===== src/rtl/core/cwp_pkg.sv =====
// Package for the command word packer: constants, codes and shared structures.
package cwp_pkg;

  localparam int MAX_ARGS  = 8;
  localparam int WORD_BITS = 32;
  localparam int MAX_BYTES = WORD_BITS / 8;

  localparam int ARG_BITS  = 32;
  localparam int CFG_BITS  = 40;
  localparam int IDX_BITS  = 3;

  // Register indexes on the configuration port.
  localparam logic [IDX_BITS-1:0] REG_ARG_COUNT     = 3'd0;
  localparam logic [IDX_BITS-1:0] REG_ARG_WIDTHS    = 3'd1;
  localparam logic [IDX_BITS-1:0] REG_ARG_ENCODINGS = 3'd2;
  localparam logic [IDX_BITS-1:0] REG_ADDRESS_BYTE  = 3'd3;
  localparam logic [IDX_BITS-1:0] REG_COMMAND_BYTES = 3'd4;

  // Field encodings.
  localparam logic [1:0] ENC_UNSIGNED = 2'd0;
  localparam logic [1:0] ENC_TWOS     = 2'd1;
  localparam logic [1:0] ENC_OFFSET   = 2'd2;
  localparam logic [1:0] ENC_SIGN_MAG = 2'd3;

  // Register values after reset.
  localparam logic [3:0]  RST_ARG_COUNT     = 4'd1;
  localparam logic [2:0]  RST_COMMAND_BYTES = 3'd4;

  typedef struct packed {
    logic [3:0]  arg_count;
    logic [39:0] arg_widths;
    logic [15:0] arg_encodings;
    logic [7:0]  address_byte;
    logic [2:0]  command_bytes;
  } cwp_cfg_t;

  typedef struct packed {
    logic        fire;
    logic [31:0] word;
    logic        length_error;
  } cwp_res_t;

endpackage


===== src/rtl/core/cwp_cfg_regs.sv =====
// Configuration register file of the command word packer.
module cwp_cfg_regs (
  input  logic                          clk,
  input  logic                          rst_n,
  input  logic                          wr_en,
  input  logic [cwp_pkg::IDX_BITS-1:0]  wr_index,
  input  logic [cwp_pkg::CFG_BITS-1:0]  wr_data,
  output cwp_pkg::cwp_cfg_t             cfg
);

  cwp_pkg::cwp_cfg_t cfg_r;

  always_ff @(posedge clk) begin
    if (!rst_n) begin
      cfg_r.arg_count     <= cwp_pkg::RST_ARG_COUNT;
      cfg_r.arg_widths    <= '0;
      cfg_r.arg_encodings <= '0;
      cfg_r.address_byte  <= '0;
      cfg_r.command_bytes <= cwp_pkg::RST_COMMAND_BYTES;
    end else if (wr_en) begin
      unique case (wr_index)
        cwp_pkg::REG_ARG_COUNT:     cfg_r.arg_count     <= wr_data[3:0];
        cwp_pkg::REG_ARG_WIDTHS:    cfg_r.arg_widths    <= wr_data[39:0];
        cwp_pkg::REG_ARG_ENCODINGS: cfg_r.arg_encodings <= wr_data[15:0];
        cwp_pkg::REG_ADDRESS_BYTE:  cfg_r.address_byte  <= wr_data[7:0];
        cwp_pkg::REG_COMMAND_BYTES: cfg_r.command_bytes <= wr_data[2:0];
        default: ;
      endcase
    end
  end

  assign cfg = cfg_r;

endmodule


===== src/rtl/core/cwp_field_enc.sv =====
// Saturates one signed argument to its field width and encodes it.
module cwp_field_enc (
  input  logic signed [31:0] arg_value,
  input  logic [5:0]         width,
  input  logic [1:0]         encoding,
  output logic [31:0]        field
);

  logic signed [33:0] v;
  logic signed [33:0] half;
  logic signed [33:0] full;
  logic signed [33:0] lo;
  logic signed [33:0] hi;
  logic signed [33:0] clamped;
  logic signed [33:0] coded;
  logic [33:0]        mask;

  always_comb begin
    v    = 34'(arg_value);
    half = 34'(1) << (width - 6'd1);
    full = 34'(1) << width;
    mask = 34'(full - 34'sd1);

    case (encoding)
      cwp_pkg::ENC_UNSIGNED: begin
        lo = 34'sd0;
        hi = full - 34'sd1;
      end
      cwp_pkg::ENC_SIGN_MAG: begin
        lo = 34'sd1 - half;
        hi = half - 34'sd1;
      end
      default: begin
        lo = -half;
        hi = half - 34'sd1;
      end
    endcase

    if (v < lo) begin
      clamped = lo;
    end else if (v > hi) begin
      clamped = hi;
    end else begin
      clamped = v;
    end

    case (encoding)
      cwp_pkg::ENC_OFFSET:   coded = clamped + half;
      cwp_pkg::ENC_SIGN_MAG: coded = (clamped < 34'sd0) ? ((-clamped) | half) : clamped;
      default:               coded = clamped;
    endcase

    field = coded[31:0] & mask[31:0];
  end

endmodule


===== src/rtl/core/cwp_accum.sv =====
// Running field word, field count and bit count, and command word assembly.
module cwp_accum (
  input  logic                clk,
  input  logic                rst_n,
  input  logic                step,
  input  logic signed [31:0]  arg_value,
  input  cwp_pkg::cwp_cfg_t   cfg,
  output cwp_pkg::cwp_res_t   res
);

  logic [31:0] packed_r;
  logic [2:0]  idx_r;
  logic [7:0]  used_r;

  logic [4:0]  wm1;
  logic [5:0]  w;
  logic [1:0]  enc;
  logic [31:0] field;
  logic [63:0] shifted;
  logic [31:0] packed_nxt;
  logic [8:0]  used_sum;
  logic [7:0]  used_nxt;
  logic [3:0]  count_c;
  logic        done;
  logic [2:0]  bytes_c;
  logic [5:0]  area;
  logic        err;
  logic [5:0]  gap;
  logic [31:0] word;

  assign wm1 = cfg.arg_widths[6'(idx_r) * 6'd5 +: 5];
  assign w   = {1'b0, wm1} + 6'd1;
  assign enc = cfg.arg_encodings[{idx_r, 1'b0} +: 2];

  cwp_field_enc u_enc (
    .arg_value (arg_value),
    .width     (w),
    .encoding  (enc),
    .field     (field)
  );

  always_comb begin
    shifted    = {32'b0, packed_r} << w;
    packed_nxt = shifted[31:0] | field;
    used_sum   = {1'b0, used_r} + {3'b0, w};
    used_nxt   = used_sum[8] ? 8'hFF : used_sum[7:0];

    if (cfg.arg_count == 4'd0) begin
      count_c = 4'd1;
    end else if (cfg.arg_count > 4'(cwp_pkg::MAX_ARGS)) begin
      count_c = 4'(cwp_pkg::MAX_ARGS);
    end else begin
      count_c = cfg.arg_count;
    end
    done = ({1'b0, idx_r} + 4'd1) >= count_c;

    if (cfg.command_bytes < 3'd2) begin
      bytes_c = 3'd2;
    end else if (cfg.command_bytes > 3'(cwp_pkg::MAX_BYTES)) begin
      bytes_c = 3'(cwp_pkg::MAX_BYTES);
    end else begin
      bytes_c = cfg.command_bytes;
    end
    area = {bytes_c - 3'd1, 3'b000};

    err  = used_nxt > {2'b0, area};
    gap  = area - used_nxt[5:0];
    word = (packed_nxt << gap) | (32'(cfg.address_byte) << area);

    res.fire         = step && done;
    res.length_error = err;
    res.word         = err ? 32'd0 : word;
  end

  always_ff @(posedge clk) begin
    if (!rst_n) begin
      packed_r <= '0;
      idx_r    <= '0;
      used_r   <= '0;
    end else if (step) begin
      if (done) begin
        packed_r <= '0;
        idx_r    <= '0;
        used_r   <= '0;
      end else begin
        packed_r <= packed_nxt;
        idx_r    <= idx_r + 3'd1;
        used_r   <= used_nxt;
      end
    end
  end

endmodule


===== src/rtl/core/command_word_packer_unit.sv =====
// Top level of the command word packer: input register, packing stage, result register.
// Path: the beat carrying a command's last argument is held in the input register and,
// once it is packed, the command word is loaded into the result register.
// Throughput: one argument beat per cycle, with the encode and shift done combinationally;
// the input only stalls while a finished command waits in the result register.
// Reset (rst_n low, synchronous) empties both registers, clears the running word
// and restores the configuration registers to their reset values.
module command_word_packer_unit (
  input  logic                         clk,
  input  logic                         rst_n,
  // Argument stream. in_tdata: [31:0] arg_value.
  input  logic                         in_tvalid,
  output logic                         in_tready,
  input  logic [31:0]                  in_tdata,
  // Command stream. out_tdata: [31:0] command_word. out_tuser: [0] length_error.
  output logic                         out_tvalid,
  input  logic                         out_tready,
  output logic [31:0]                  out_tdata,
  output logic                         out_tuser,
  // Configuration writes.
  input  logic                         cfg_valid,
  output logic                         cfg_ready,
  input  logic [cwp_pkg::IDX_BITS-1:0] cfg_index,
  input  logic [cwp_pkg::CFG_BITS-1:0] cfg_data
);

  cwp_pkg::cwp_cfg_t cfg;
  cwp_pkg::cwp_res_t res;

  logic        in_valid_r;
  logic [31:0] arg_r;
  logic        out_valid_r;
  logic [31:0] out_word_r;
  logic        out_err_r;
  logic        proc;

  // Configuration is always taken at once; the user must write it only while the block is idle (not enforced here).
  assign cfg_ready = 1'b1;

  cwp_cfg_regs u_cfg (
    .clk      (clk),
    .rst_n    (rst_n),
    .wr_en    (cfg_valid),
    .wr_index (cfg_index),
    .wr_data  (cfg_data),
    .cfg      (cfg)
  );

  // The held argument is packed whenever the result register can take a
  // command word, i.e. it is empty or its word leaves in this cycle. Beats that
  // do not complete a command wait on the same condition, so a single term
  // controls the whole pipeline.
  assign proc      = in_valid_r && (!out_valid_r || out_tready);
  assign in_tready = !in_valid_r || proc;

  always_ff @(posedge clk) begin
    if (!rst_n) begin
      in_valid_r <= 1'b0;
    end else if (in_tvalid && in_tready) begin
      in_valid_r <= 1'b1;
    end else if (proc) begin
      in_valid_r <= 1'b0;
    end
  end

  always_ff @(posedge clk) begin
    if (in_tvalid && in_tready) begin
      arg_r <= in_tdata;
    end
  end

  cwp_accum u_accum (
    .clk       (clk),
    .rst_n     (rst_n),
    .step      (proc),
    .arg_value (signed'(arg_r)),
    .cfg       (cfg),
    .res       (res)
  );

  // Result register: a finished command waits here, and no further arguments
  // are packed until it is taken.
  always_ff @(posedge clk) begin
    if (!rst_n) begin
      out_valid_r <= 1'b0;
    end else if (res.fire) begin
      out_valid_r <= 1'b1;
    end else if (out_tready) begin
      out_valid_r <= 1'b0;
    end
  end

  always_ff @(posedge clk) begin
    if (res.fire) begin
      out_word_r <= res.word;
      out_err_r  <= res.length_error;
    end
  end

  assign out_tvalid = out_valid_r;
  assign out_tdata  = out_word_r;
  assign out_tuser  = out_err_r;

  // A command with a length error always carries an all-zero word.
  a_err_zero_word: assert property (@(posedge clk) disable iff (!rst_n)
    out_tvalid && out_tuser |-> out_tdata == 32'd0)
    else $error("length error beat with non-zero command word");

  // A completed command always shows up on the result side in the next cycle.
  a_fire_to_out: assert property (@(posedge clk) disable iff (!rst_n)
    res.fire |=> out_tvalid)
    else $error("completed command did not reach the result register");

  // The input side is only held off while an argument waits to be packed.
  a_ready_when_empty: assert property (@(posedge clk) disable iff (!rst_n)
    !in_tready |-> in_valid_r && out_valid_r && !out_tready)
    else $error("input stalled without a blocked argument");

endmodule

===== config.mk =====
export PLATFORM = sky130hd
export DESIGN_NAME = command_word_packer_unit
export DESIGN_NICKNAME = d
export VERILOG_FILES = /design/src/rtl/core/cwp_pkg.sv /design/src/rtl/core/cwp_cfg_regs.sv /design/src/rtl/core/cwp_field_enc.sv /design/src/rtl/core/cwp_accum.sv /design/src/rtl/core/command_word_packer_unit.sv
export SDC_FILE = /design/constraint.sdc
export NUM_CORES = 1
export LEC_CHECK = 0
export BUFFER_PORTS_ARGS = -buffer_cell sky130_fd_sc_hd__clkbuf_2
export CAP_MARGIN = 0
export CORE_MARGIN = 2
export CORE_UTILIZATION = 38
export CTS_BUF_LIST = sky130_fd_sc_hd__clkbuf_4
export DETAILED_ROUTE_END_ITERATION = 10
export SLEW_MARGIN = 20
export SYNTH_ARGS = -nofsm -noshare
export SYNTH_HDL_FRONTEND = slang
export SYNTH_SLANG_ARGS = --single-unit

===== constraint.sdc =====
create_clock -name clk -period 19.59 [get_ports clk]
set_clock_uncertainty 0.15 [all_clocks]
set_input_delay 3.918 -clock clk [delete_from_list [all_inputs] [get_ports clk]]
set_output_delay 3.918 -clock clk [all_outputs]
set_load 0.1 [all_outputs]

After elaboration in Yosys (flattened, before gate mapping)

Cells that the tools add are included.

Register bits: 181
Bits of input ports: 80
Logic and storage cells: 87

$add $sub $neg: 13
$mul: 1
Order comparisons: 8
Eq/ne operators: 6
Shifts and indexed selects: 7
Mux-type cells: 18
Bitwise logic cells: 4
Reductions and logical operators: 17

Operators with widths:

| cell                                                 | number |
|---|---|
| two-way mux 34 bit                                   | 3 |
| bitwise OR 32 bit                                    | 3 |
| case mux 34 bit (2 select lines)                     | 1 |
| << shifter 1 x 6 -> 34 bit (first input constant)    | 2 |
| subtractor 34 x 2 -> 34 bit (second input constant)  | 2 |
| two-way mux 32 bit                                   | 2 |
| case mux 32 bit (2 select lines)                     | 1 |
| << shifter 32 x 6 -> 32 bit                          | 2 |
| indexed part select 40 x 7 -> 5 bit                  | 1 |
| greater-than comparator 32 x 34 -> 1 bit             | 1 |
| < comparator 32 x 34 -> 1 bit                        | 1 |
| < comparator 34 x 1 -> 1 bit (second input constant) | 1 |
| negator 34 bit                                       | 1 |
| subtractor 2 x 34 -> 34 bit (first input constant)   | 1 |
| adder 32 bit                                         | 1 |
| AND 32 bit                                           | 1 |
| negator 32 bit                                       | 1 |
| << shifter 8 x 6 -> 32 bit                           | 1 |
| two-way mux 8 bit                                    | 2 |
| indexed part select 16 x 5 -> 2 bit                  | 1 |
| AND reduction 2 bit                                  | 5 |
| adder 8 x 6 -> 9 bit                                 | 1 |
| two-way mux 3 bit                                    | 3 |
| greater-than comparator 8 x 6 -> 1 bit               | 1 |
| other kinds (24)                                     | 35 |

Depth between registers and ports, before layout

Gate-level depths: netlist of run 1.

Depth after elaboration: 18
Mapped depth: 66

Hierarchy

A second synthesis of run 1 with hierarchy kept.

Cells, all modules: 2,794
Area total of the unflattened synthesis: 21,323.0 um^2

By module, submodules not included:

| module                   | times used | cells each | area an instance (um^2) |
|---|---|---|---|
| cwp_field_enc            | 1          | 1,374      | 8,762.2 |
| cwp_accum                | 1          | 1,063      | 7,731.2 |
| cwp_cfg_regs             | 1          | 281        | 2,762.6 |
| command_word_packer_unit | 1          | 76         | 2,067.0 |

Least setup slack after synthesis of run 1

Ideal clock, no wire load.

Path type: reg2reg
Start: reg u_accum.idx_r[0]
End: reg out_word_r[24] (netlist: out_tdata[24]), data pin
Library setup time: 0.266 ns
Data arrival time: 12.875 ns
Data required time: 19.174 ns
Setup slack: 6.299 ns
Stages on the path, launching flop included: 60
Buffers on the path: 10
Period minus slack after synthesis: 13.291 ns
Cells stage by stage: dfxtp_1 buf_6 and2b_1 a22oi_1 nand2_1 inv_2 buf_1 clkbuf_1 ha_1 clkinv_1 nor3_1 o22ai_1 or2_1 clkbuf_1 clkbuf_1 nor4_1 and2_0 clkbuf_1 [... 24 more ...] o21bai_1 a21oi_1 o21ai_0 a311o_1 a211oi_1 nor2_1 a311o_1 a31oi_1 xnor2_1 nand2_1 a21oi_1 o211ai_1 o211ai_1 a31o_2 mux2_2 mux2i_1 a2111oi_0 or3b_1

Word-level cells in the longest chain between the ends: 18
Elaborated cells on any way between the ends: 35
Those cells by class: 10 x add/sub; 1 x mul; 4 x order compare; 2 x eq/ne; 6 x shift; 7 x mux; 4 x bitwise; 1 x reduce/logical

Ends and longest elaborated chain:

| item                                     | line                                     | source |
|---|---|---|
| start: declaration                       | cwp_accum.sv:12                          | `logic [2:0] idx_r;` |
| start signal: assignment                 | cwp_accum.sv:87                          | `idx_r <= idx_r + 3'd1;` |
| multiplier 3 x 3 -> 6 bit                | cwp_accum.sv:31                          | `assign wm1 = cfg.arg_widths[6'(idx_r) * 6'd5 +: 5];` |
| indexed part select 40 x 7 -> 5 bit      | cwp_accum.sv:31                          |  |
| adder 5 x 1 -> 6 bit                     | cwp_accum.sv:32                          | `assign w = {1'b0, wm1} + 6'd1;` |
| subtractor 6 x 1 -> 6 bit                | cwp_field_enc.sv:20                      | `half = 34'(1) << (width - 6'd1);` |
| << shifter 1 x 6 -> 34 bit               | cwp_field_enc.sv:20                      |  |
| subtractor 34 x 2 -> 34 bit              | cwp_field_enc.sv:31, cwp_field_enc.sv:35 |  |
| two-way mux 34 bit                       | --                                       |  |
| greater-than comparator 32 x 34 -> 1 bit | cwp_field_enc.sv:41                      | `end else if (v > hi) begin` |
| [... 2 more ...]                         | --                                       |  |
| negator 32 bit                           | cwp_field_enc.sv:49                      | `cwp_pkg::ENC_SIGN_MAG: coded = (clamped < 34'sd0) ? ((-clamped) \| half) : clamped;` |
| bitwise OR 32 bit                        | cwp_field_enc.sv:49                      |  |
| two-way mux 32 bit                       | cwp_field_enc.sv:49                      |  |
| case mux 32 bit (2 select lines)         | cwp_field_enc.sv:47                      | `case (encoding)` |
| AND 32 bit                               | cwp_field_enc.sv:53                      | `field = coded[31:0] & mask[31:0];` |
| bitwise OR 32 bit                        | cwp_accum.sv:44                          | `packed_nxt = shifted[31:0] \| field;` |
| << shifter 32 x 6 -> 32 bit              | cwp_accum.sv:68                          | `word = (packed_nxt << gap) \| (32'(cfg.address_byte) << area);` |
| bitwise OR 32 bit                        | cwp_accum.sv:68                          |  |
| end signal: assignment                   | command_word_packer_unit.sv:95           | `out_word_r <= res.word;` |
| end: declaration                         | command_word_packer_unit.sv:33           | `logic [31:0] out_word_r;` |

Several ways; a longest one is shown, not always the timed one.
A chain may end at the register's enable or synchronous reset.

Worst setup path in the final report of run 1

Start: reg u_accum.idx_r[1]
End: reg out_word_r[31] (netlist: out_tdata[31]), data pin

Same word-level chain as after synthesis.

==> results.md, run 1 <==
- The clock buffer count from CTS is 17.
- The area growth from synthesis to layout is 7.37%.
- The number of nets produced by synthesis is 3088.
- The cell count after synthesis came out at 2873.
- The headroom to the max-slew limit is 15.0%.
- The synthesized flop and latch total is 181.
- Measured along the y axis, the die boundary spans 242 µm.
- After clock tree synthesis, the clock-pin slew on the worst setup and hold paths is 190 ps.
- The power density of the placed cells is 62.0 mW/mm².
- The worst min-delay path class is register to register.
- The post-detailed-routing wire length is 97200 µm.
- The number of sinks handled by clock tree synthesis is 181.
- The number of antenna violations at the first check in global routing is 2.
- The capture instance of the worst register-to-register path is out_tdata[31]$_SDFFCE_PP0P_.
- The worst setup margin is 2690 ps.
- The final-report max-slew violation count came to 0.
- The first global-routing pass estimated 144000 µm of wire.
- For this design the static power due to leakage is 9.01 nW.
- The met1 usage is 45.5%.
- The post-CTS setup buffer count is 0.
- Global routing used 5.72% of the available met3 tracks.
- For this configuration, the core starts out at a cell density of 38.3%.
- The number of stages on the worst setup path is 47.
- The reg-to-reg setup timing slack is 2690 ps.
- At the end of routability-driven placement, the weighted congestion stood at 1.04.
- The hold path depth is 2.
- Once detail routing completed, the nets flagged for antenna violations numbered 0.
- The cell type with the largest total area after synthesis is dfxtp_1.
- The post-place setup slack is 3340 ps.
- Setup repair after global routing left no endpoint under its margin.
- After floorplanning, the core was divided into 87 placement rows.
- The number of buffers and inverters on the critical path is 1.
- The reg-to-reg startpoint is u_accum.idx_r[1]$_SDFFE_PN0P_.
- The setup violation total in the final timing report is 0.
- The share of synthesized area occupied by flip-flops and latches is 19.8%.
- On the critical path the largest part of the delay comes from compound AO/OA/AOI/OAI gates.
- The number of global-route vias before repair was 21.8k.
- The worst setup path is launched from a register.
- For this run, the post-layout net count is 3093.
- Summing over every cut layer, the via total after detailed routing is 23.5k.
- In the finished design, the share of the clock period the worst path needs comes to 86.3%.
- The post-synthesis average cell area is 7.50 µm².
- For this run, the total global-route usage over all layers was measured as 32.0%.
- No sink is reached through more buffers than the 2 on the longest clock path.
- The post-detailed-route DRC marker count is 0.
- The fraction of final layout cells sized beyond drive strength 1 is 11.6%.
- met2 is the most crowded layer.
- The first routing iteration left 2734 violations.
- For the worst flop-to-flop path, the logic depth is 47.
- The slowest cell on the critical path is dfxtp_1.
- The number of flops mapped to enable cells by yosys is 65.
- After synthesis, the cell types taking the most area are dfxtp_1, edfxtp_1, ha_1.
- The highest achievable clock rate is 59.2 MHz.
- Buffers placed on the I/O ports in this run total 114.
- The critical path required time is 19950 ps.
- The endpoint with the worst hold slack is u_cfg.cfg[57]$_SDFFE_PN0P_.
- The clock latency of the later-clocked register in the worst-skew pair is 740 ps.
- Pin placement for this block handled 116 I/O pins.
- The main flop type after synthesis is dfxtp_1.
- The proportion of netlist area held by the largest area contributor is 10.8%.
- The width of the die is 242 µm.
- The count of H-tree levels built during CTS is 4.
- The worst-path maximum fanout is 39.
- The maximum number of pins on one net before global-route repair is 117.
- The length of the first detailed-routing pass in iterations is 6.
- The sum of overflow across all layers after global routing is 0.
- The share of async-settable or async-resettable flops after synthesis is 0%.
- The critical path data arrival time is 17270 ps.
- The flow ran to the end, and the final reports show no timing, DRC or antenna violations.
- In the routed layout, each cell is associated on average with a via count of 6.45.
- The worst setup path is of the register to register kind.
- The number of different library cells in the post-synthesis netlist is 117.
- Across the VDD grid, the largest voltage drop is 36.7 µV.
- TritonCTS built the clock tree.
- The tool flagged a number of max-cap violations equal to 0.
- The sum of negative setup slack is 0 ps.
- The final count of hold timing violations is 0.
- On the worst path, the slowest cell contributes a delay of 1020 ps.
- The post-synthesis instance area is 0.0215 mm².
- The global-route track usage on met2 is 48.4%.
- The die covers 0.0586 mm².
- The worst path in the final design needs a cycle of 16900 ps, including I/O delays and setup.
- The critical hold path startpoint is u_cfg.cfg[57]$_SDFFE_PN0P_.
- The clock root buffer is clkbuf_4.
- STA classifies the critical path endpoint as a register.
- The synthesis warning total is 0.
- Detailed placement ended at an HPWL of 76400 µm.
- After clock tree synthesis, the flow added hold-fix buffers numbering 0.
- At the pin with the least slew margin, the transition time is 1260 ps.
- The placeable core area is 0.0562 mm².
- The routed length per instance is 26.6 µm.
- The post-cts repair resize count is 0.
[metal layers]
| metal | up-vias | routed length, µm |
|---|---|---|
| li1 | 10700 | - |
| met1 | 11400 | 43600 |
| met2 | 1206 | 41700 |
| met3 | 191 | 8570 |
| met4 | 0 | 3430 |
| met5 | - | 0 |
[cells by family after synthesis]
family,synth area share [%]
XOR/XNOR,4.03
flip-flops,19.8
AO/OA/AOI/OAI,28.3
adder cells (fa/ha/maj),8.00
multiplexers,9.17
buffers and inverters,5.00
AND/OR/NAND/NOR,25.6
other,0.0174
[worst max path at each step]
stage / from / end / slack, ps
finish: u_accum.idx_r[1]$_SDFFE_PN0P_ / out_tdata[31]$_SDFFCE_PP0P_ / 2690
global route: u_accum.idx_r[1]$_SDFFE_PN0P_ / out_tdata[31]$_SDFFCE_PP0P_ / 1920
CTS: u_accum.idx_r[1]$_SDFFE_PN0P_ / out_tdata[31]$_SDFFCE_PP0P_ / 3290
detailed placement: u_accum.idx_r[1]$_SDFFE_PN0P_ / out_tdata[31]$_SDFFCE_PP0P_ / 3340
global placement: u_accum.idx_r[1]$_SDFFE_PN0P_ / out_tdata[31]$_SDFFCE_PP0P_ / 3330
floorplan: u_accum.idx_r[0]$_SDFFE_PN0P_ / out_tdata[24]$_SDFFCE_PP0P_ / 6300
[stage by stage]
step                instance area, µm²  instances  hold slack [ps]  util (%)  power [mW]
global route                     23100       3648              346      41.2        1.50
detailed placement               22800       3615              308      40.6        1.17
CTS                              23100       3647              329      41.2        1.42
global placement                 22800       3615              301      40.6        1.17
finish                           23100       3649              323      41.2        1.43
floorplan                        21500       2873              290         -       0.926
[power breakdown]
part           leakage (nW)  total, mW  internal (mW)  switching [mW]
registers              1.57      0.414          0.405         0.00951
clock network         0.168      0.241         0.0721           0.169
logic                  7.27      0.777          0.236           0.541
[worst register-to-register path, delay by kind of cell (launching register included)]
| kind | cells | cell delay, ps |
|---|---|---|
| xor gates and xnor gates | 1 | 180 |
| adders and majority gates | 4 | 1660 |
| buffers and inverters | 1 | 820 |
| and+or+nand+nor | 14 | 4490 |
| AOI/OAI and AO/OA | 27 | 8380 |
| DFF | 1 | 1020 |
[area by class of cell]
cell class / instances / area (µm²)
multi-input cells: 2427 / 16300
repair buffers: 177 / 1040
inverters: 74 / 278
fillers: 5908 / 33000
diodes: 2 / 5.00
clock inverters: 15 / 186
flip-flops and latches: 181 / 4270
well taps: 756 / 946
clock buffers: 17 / 128
[state kept, by name, summed over array words and instances, names as in the netlist]
signal            flops
out_tvalid            1
u_accum.idx_r         3
out_tdata            32
u_accum.used_r        8
in_valid_r            1
u_accum.packed_r     32
out_tuser             1
u_cfg.cfg            71
arg_r                32
[cell usage after synthesis (13+ instances only)]
master	n
a311oi_1	14
nor2_1	245
o21ai_0	131
buf_1	18
o211ai_1	32
nand4_1	42
nand2_1	403
dfxtp_1	116
o31ai_1	22
a21boi_0	80
xor2_1	23
edfxtp_1	65
buf_2	23
ha_1	133
or2_2	24
mux2_2	18
nor2b_1	60
a31oi_1	39
and2_1	40
nor4_1	34
mux2i_1	144
inv_1	59
clkbuf_1	142
a21oi_1	167
and3_1	29
a221oi_1	16
xnor2_1	76
a22oi_1	49
nand2b_1	24
or3_1	21
nor3_1	68
nand3_1	96
a21o_1	61
a211oi_1	34
mux4_2	13
a32oi_1	17
o21a_1	16
[cell usage in the layout, fill, tap and decap left out, types with 17 or more instances in the layout]
master / Yosys / final
a21oi_1: 167 / 167
nor2_1: 245 / 242
nor4_1: 34 / 34
a211oi_1: 34 / 34
and2_1: 40 / 40
clkbuf_2: 0 / 114
ha_1: 133 / 132
mux2i_1: 144 / 144
nor3_1: 68 / 66
nand3_1: 96 / 96
inv_1: 59 / 59
a22oi_1: 49 / 49
nand2_1: 403 / 403
or2_2: 24 / 24
a21boi_0: 80 / 80
a31oi_1: 39 / 39
and3_1: 29 / 29
dfxtp_1: 116 / 116
xor2_1: 23 / 21
o211ai_1: 32 / 32
buf_4: 2 / 63
or3_1: 21 / 21
edfxtp_1: 65 / 65
mux2_2: 18 / 18
clkbuf_4: 0 / 17
a21o_1: 61 / 61
o21ai_0: 131 / 130
nor2b_1: 60 / 60
a32oi_1: 17 / 17
xnor2_1: 76 / 74
nand4_1: 42 / 42
o31ai_1: 22 / 22
nand2b_1: 24 / 24
(Power assumes the default switching activity.)
==> run 2: changes to the inputs <==
--- a/config.mk
+++ b/config.mk
@@ -13,2 +13,3 @@
 export DETAILED_ROUTE_END_ITERATION = 10
+export PLACE_DENSITY = 0.58
 export SLEW_MARGIN = 20
==> constraint.sdc (replaced) <==
create_clock -name clk -period 19.59 [get_ports clk]
set_clock_uncertainty 0.15 [all_clocks]
set_input_delay 4.8975 -clock clk [delete_from_list [all_inputs] [get_ports clk]]
set_output_delay 4.8975 -clock clk [all_outputs]
set_load 0.1 [all_outputs]
==> results.md, run 2 (synthesized netlist as in run 1, its figures left out) <==
- The first global-routing pass estimated 143000 µm of wire.
- The number of antenna violations at the first check in global routing came to 2.
- The clock period minus final worst setup slack is 16760 ps.
- The overall power consumption is 1.46 mW.
- The endpoint with the worst hold slack is u_cfg.cfg[57]$_SDFFE_PN0P_.
- The number of nets still failing antenna checks after routing is 0.
- From bottom edge to top edge, the die measures 242 µm.
- By instance count, the cell type seen most on the critical path is a21o_1.
- Counting instances, the worst hold path has a depth of 2.
- The number of port buffers is 114.
- The static power due to leakage is 9.05 nW.
- Global routing used 32.1% of the available tracks across all layers.
- The number of sinks handled by clock tree synthesis is 181.
- The largest delay contributor family on the critical path is compound AO/OA/AOI/OAI gates.
- The run finished with clean final reports.
- The tree is rooted in a clkbuf_4.
- Summed over all layers, the routed wires come to 97100 µm.
- Routability-driven placement finished with a final weighted congestion of 1.03.
- The critical hold path startpoint is u_cfg.cfg[57]$_SDFFE_PN0P_.
- The endpoint kind of the worst setup timing path is a register.
- The number of top-level design ports is 116.
- TritonCTS built the clock tree.
- The biggest cell delay along the critical path is 980 ps.
- The die footprint is 0.0586 mm².
- Once detailed placement completed, the half-perimeter wirelength came to 75600 µm.
- The slowest cell on the critical path is dfxtp_1.
- The worst setup path is launched from a register.
- In this run the post-CTS setup repair buffer count came out at 0.
- The clock reaches the later pin of the worst-skew pair after 860 ps.
- Based on the critical path, the design can be clocked at up to 59.7 MHz.
- The post-detailed-route DRC marker count is 0.
- The number of violations reported at the end of detailed-routing iteration 0 is 3049.
- The number of cells traversed by the worst register-to-register path is 54.
- The tightest min-delay check is of the register to register type.
- The critical path data arrival time is 17180 ps.
- The first TritonRoute pass finished after 6 iterations.
- The clock buffer count from CTS is 17.
- With fillers left out, the area of the finished cells amounts to 0.0232 mm².
- Cells with a size suffix above 1 make up 11.9% of the layout.
- The final layout contains 3100 nets.
- The deepest clock path buffer count is 2.
- The worst-path maximum fanout is 51.
- The number of gates resized after CTS was 0.
- Measured on the finished design, the core utilization comes to 41.3%.
- The setup violation total in the final timing report is 0.
- The transition time at the pin with the least slew margin is 1160 ps.
- The cell area after placement is 0.0229 mm².
- The most frequent standard cell in the layout excluding fill and tap cells is nand2_1.
- The final-report max-slew violation count is 0.
- In the final timing run, aggregate negative setup slack is 0 ps.
- The path type of the worst setup path is register to register.
- The total area inside the core boundary comes to 0.0562 mm².
- After detailed routing, the average wire length per cell comes to 26.6 µm.
- Dividing total power by cell area gives a power density of 62.8 mW/mm².
- Max-cap violations in this run came to 0.
- The floorplan step set the die width to 242 µm.
- The number of flip-flops under the largest register name is 71.
- The final count of hold timing violations is 0.
- The worst-case IR drop observed on VDD is 45.5 µV.
- Setup repair after global routing left no endpoint under its margin.
- From synthesis to final layout, the design area changed by 7.77%.
- Row generation in the floorplan step produced 87 rows.
- After clock tree synthesis, the clock-pin slew on the worst setup and hold paths is 200 ps.
- Counting both buffers and inverters, the worst setup path holds a total of 4.
- After layout, the worst path uses 85.5% of the clock period.
- The library cells used most frequently in the layout, excluding fill and tap cells, are nand2_1, nor2_1, a21oi_1.
- The via count is 23.7k.
- The sum of overflow across all layers after global routing is 0.
- The reg-to-reg startpoint is u_accum.idx_r[1]$_SDFFE_PN0P_.
- The number of global-route vias before repair is 22.0k.
- The number of hold-repair buffers added at the cts stage is 0.
- The headroom to the max-slew limit is 23.0%.
- In this run the register-to-register setup slack is 2830 ps.
- Once the floorplan was initialized, standard cells occupied 38.3% of the core.
- In this run the critical register-to-register path is captured at out_tdata[31]$_SDFFCE_PP0P_.
- At the worst endpoint, the required time is 20020 ps.
- The via density per instance is 6.48.
- The final worst hold slack is 331 ps.
- The count of H-tree levels built during CTS is 4.
- Entering global routing, the biggest net connects 117 pins.
## run 2: changes by cell type in the layout (fill, tap and decap cells not counted), sizes merged
cell / previous run / this run
clkinvlp: 1 / 0
bufinv: 1 / 0
buf: 63 / 70
inv: 79 / 82
clkinv: 8 / 7
diode: 2 / 3
## run 2: cell type report
class	count	area, µm²
fillers	5971	33000
multi-input cells	2427	16300
flip-flops and latches	181	4270
repair buffers	184	1100
well taps	756	946
inverters	74	278
clock inverters	15	204
clock buffers	17	128
diodes	3	7.51
## run 2: worst max-delay path by stage
| stage | depth (start not counted) | endpoint | start | slack, ps |
|---|---|---|---|---|
| finish | 54 | out_tdata[31]$_SDFFCE_PP0P_ | u_accum.idx_r[1]$_SDFFE_PN0P_ | 2830 |
| global route | 51 | out_tdata[31]$_SDFFCE_PP0P_ | u_accum.idx_r[1]$_SDFFE_PN0P_ | 2150 |
| CTS | 54 | out_tdata[31]$_SDFFCE_PP0P_ | u_accum.idx_r[1]$_SDFFE_PN0P_ | 3440 |
| detailed placement | 54 | out_tdata[31]$_SDFFCE_PP0P_ | u_accum.idx_r[1]$_SDFFE_PN0P_ | 3530 |
| global placement | 49 | out_tdata[31]$_SDFFCE_PP0P_ | u_accum.idx_r[1]$_SDFFE_PN0P_ | 3520 |
| floorplan | 59 | out_tdata[24]$_SDFFCE_PP0P_ | u_accum.idx_r[0]$_SDFFE_PN0P_ | 6300 |
## run 2: worst reg2reg max path, delay by kind of cell, from the launching register on
family | cells | cell delay [ps]
and+or+nand+nor | 12 | 3050
xor gates and xnor gates | 2 | 370
AOI/OAI and AO/OA | 32 | 8790
buffers and inverters | 4 | 1660
adders and majority gates | 4 | 1540
DFF | 1 | 980
## run 2: report_power, final
group          internal, mW  switching, mW
combinational         0.240          0.537
sequential            0.405        0.00892
clock                0.0669          0.201
total                 0.711          0.747
## run 2: metrics by stage
step / setup slack [ps] / instances
global placement: 3520 / 3622
CTS: 3440 / 3654
finish: 2830 / 3657
global route: 2150 / 3656
floorplan: 6300 / 2873
detailed placement: 3530 / 3622
## run 2: metal layers
| layer | track usage [%] | share of wire, % | vias to the layer above |
|---|---|---|---|
| met5 | 0 | 0 | - |
| met4 | 13.6 | 4.2 | 0 |
| met3 | 5.26 | 8.1 | 205 |
| met2 | 48.5 | 43 | 1213 |
| met1 | 45.0 | 45 | 11500 |
| li1 | - | - | 10700 |
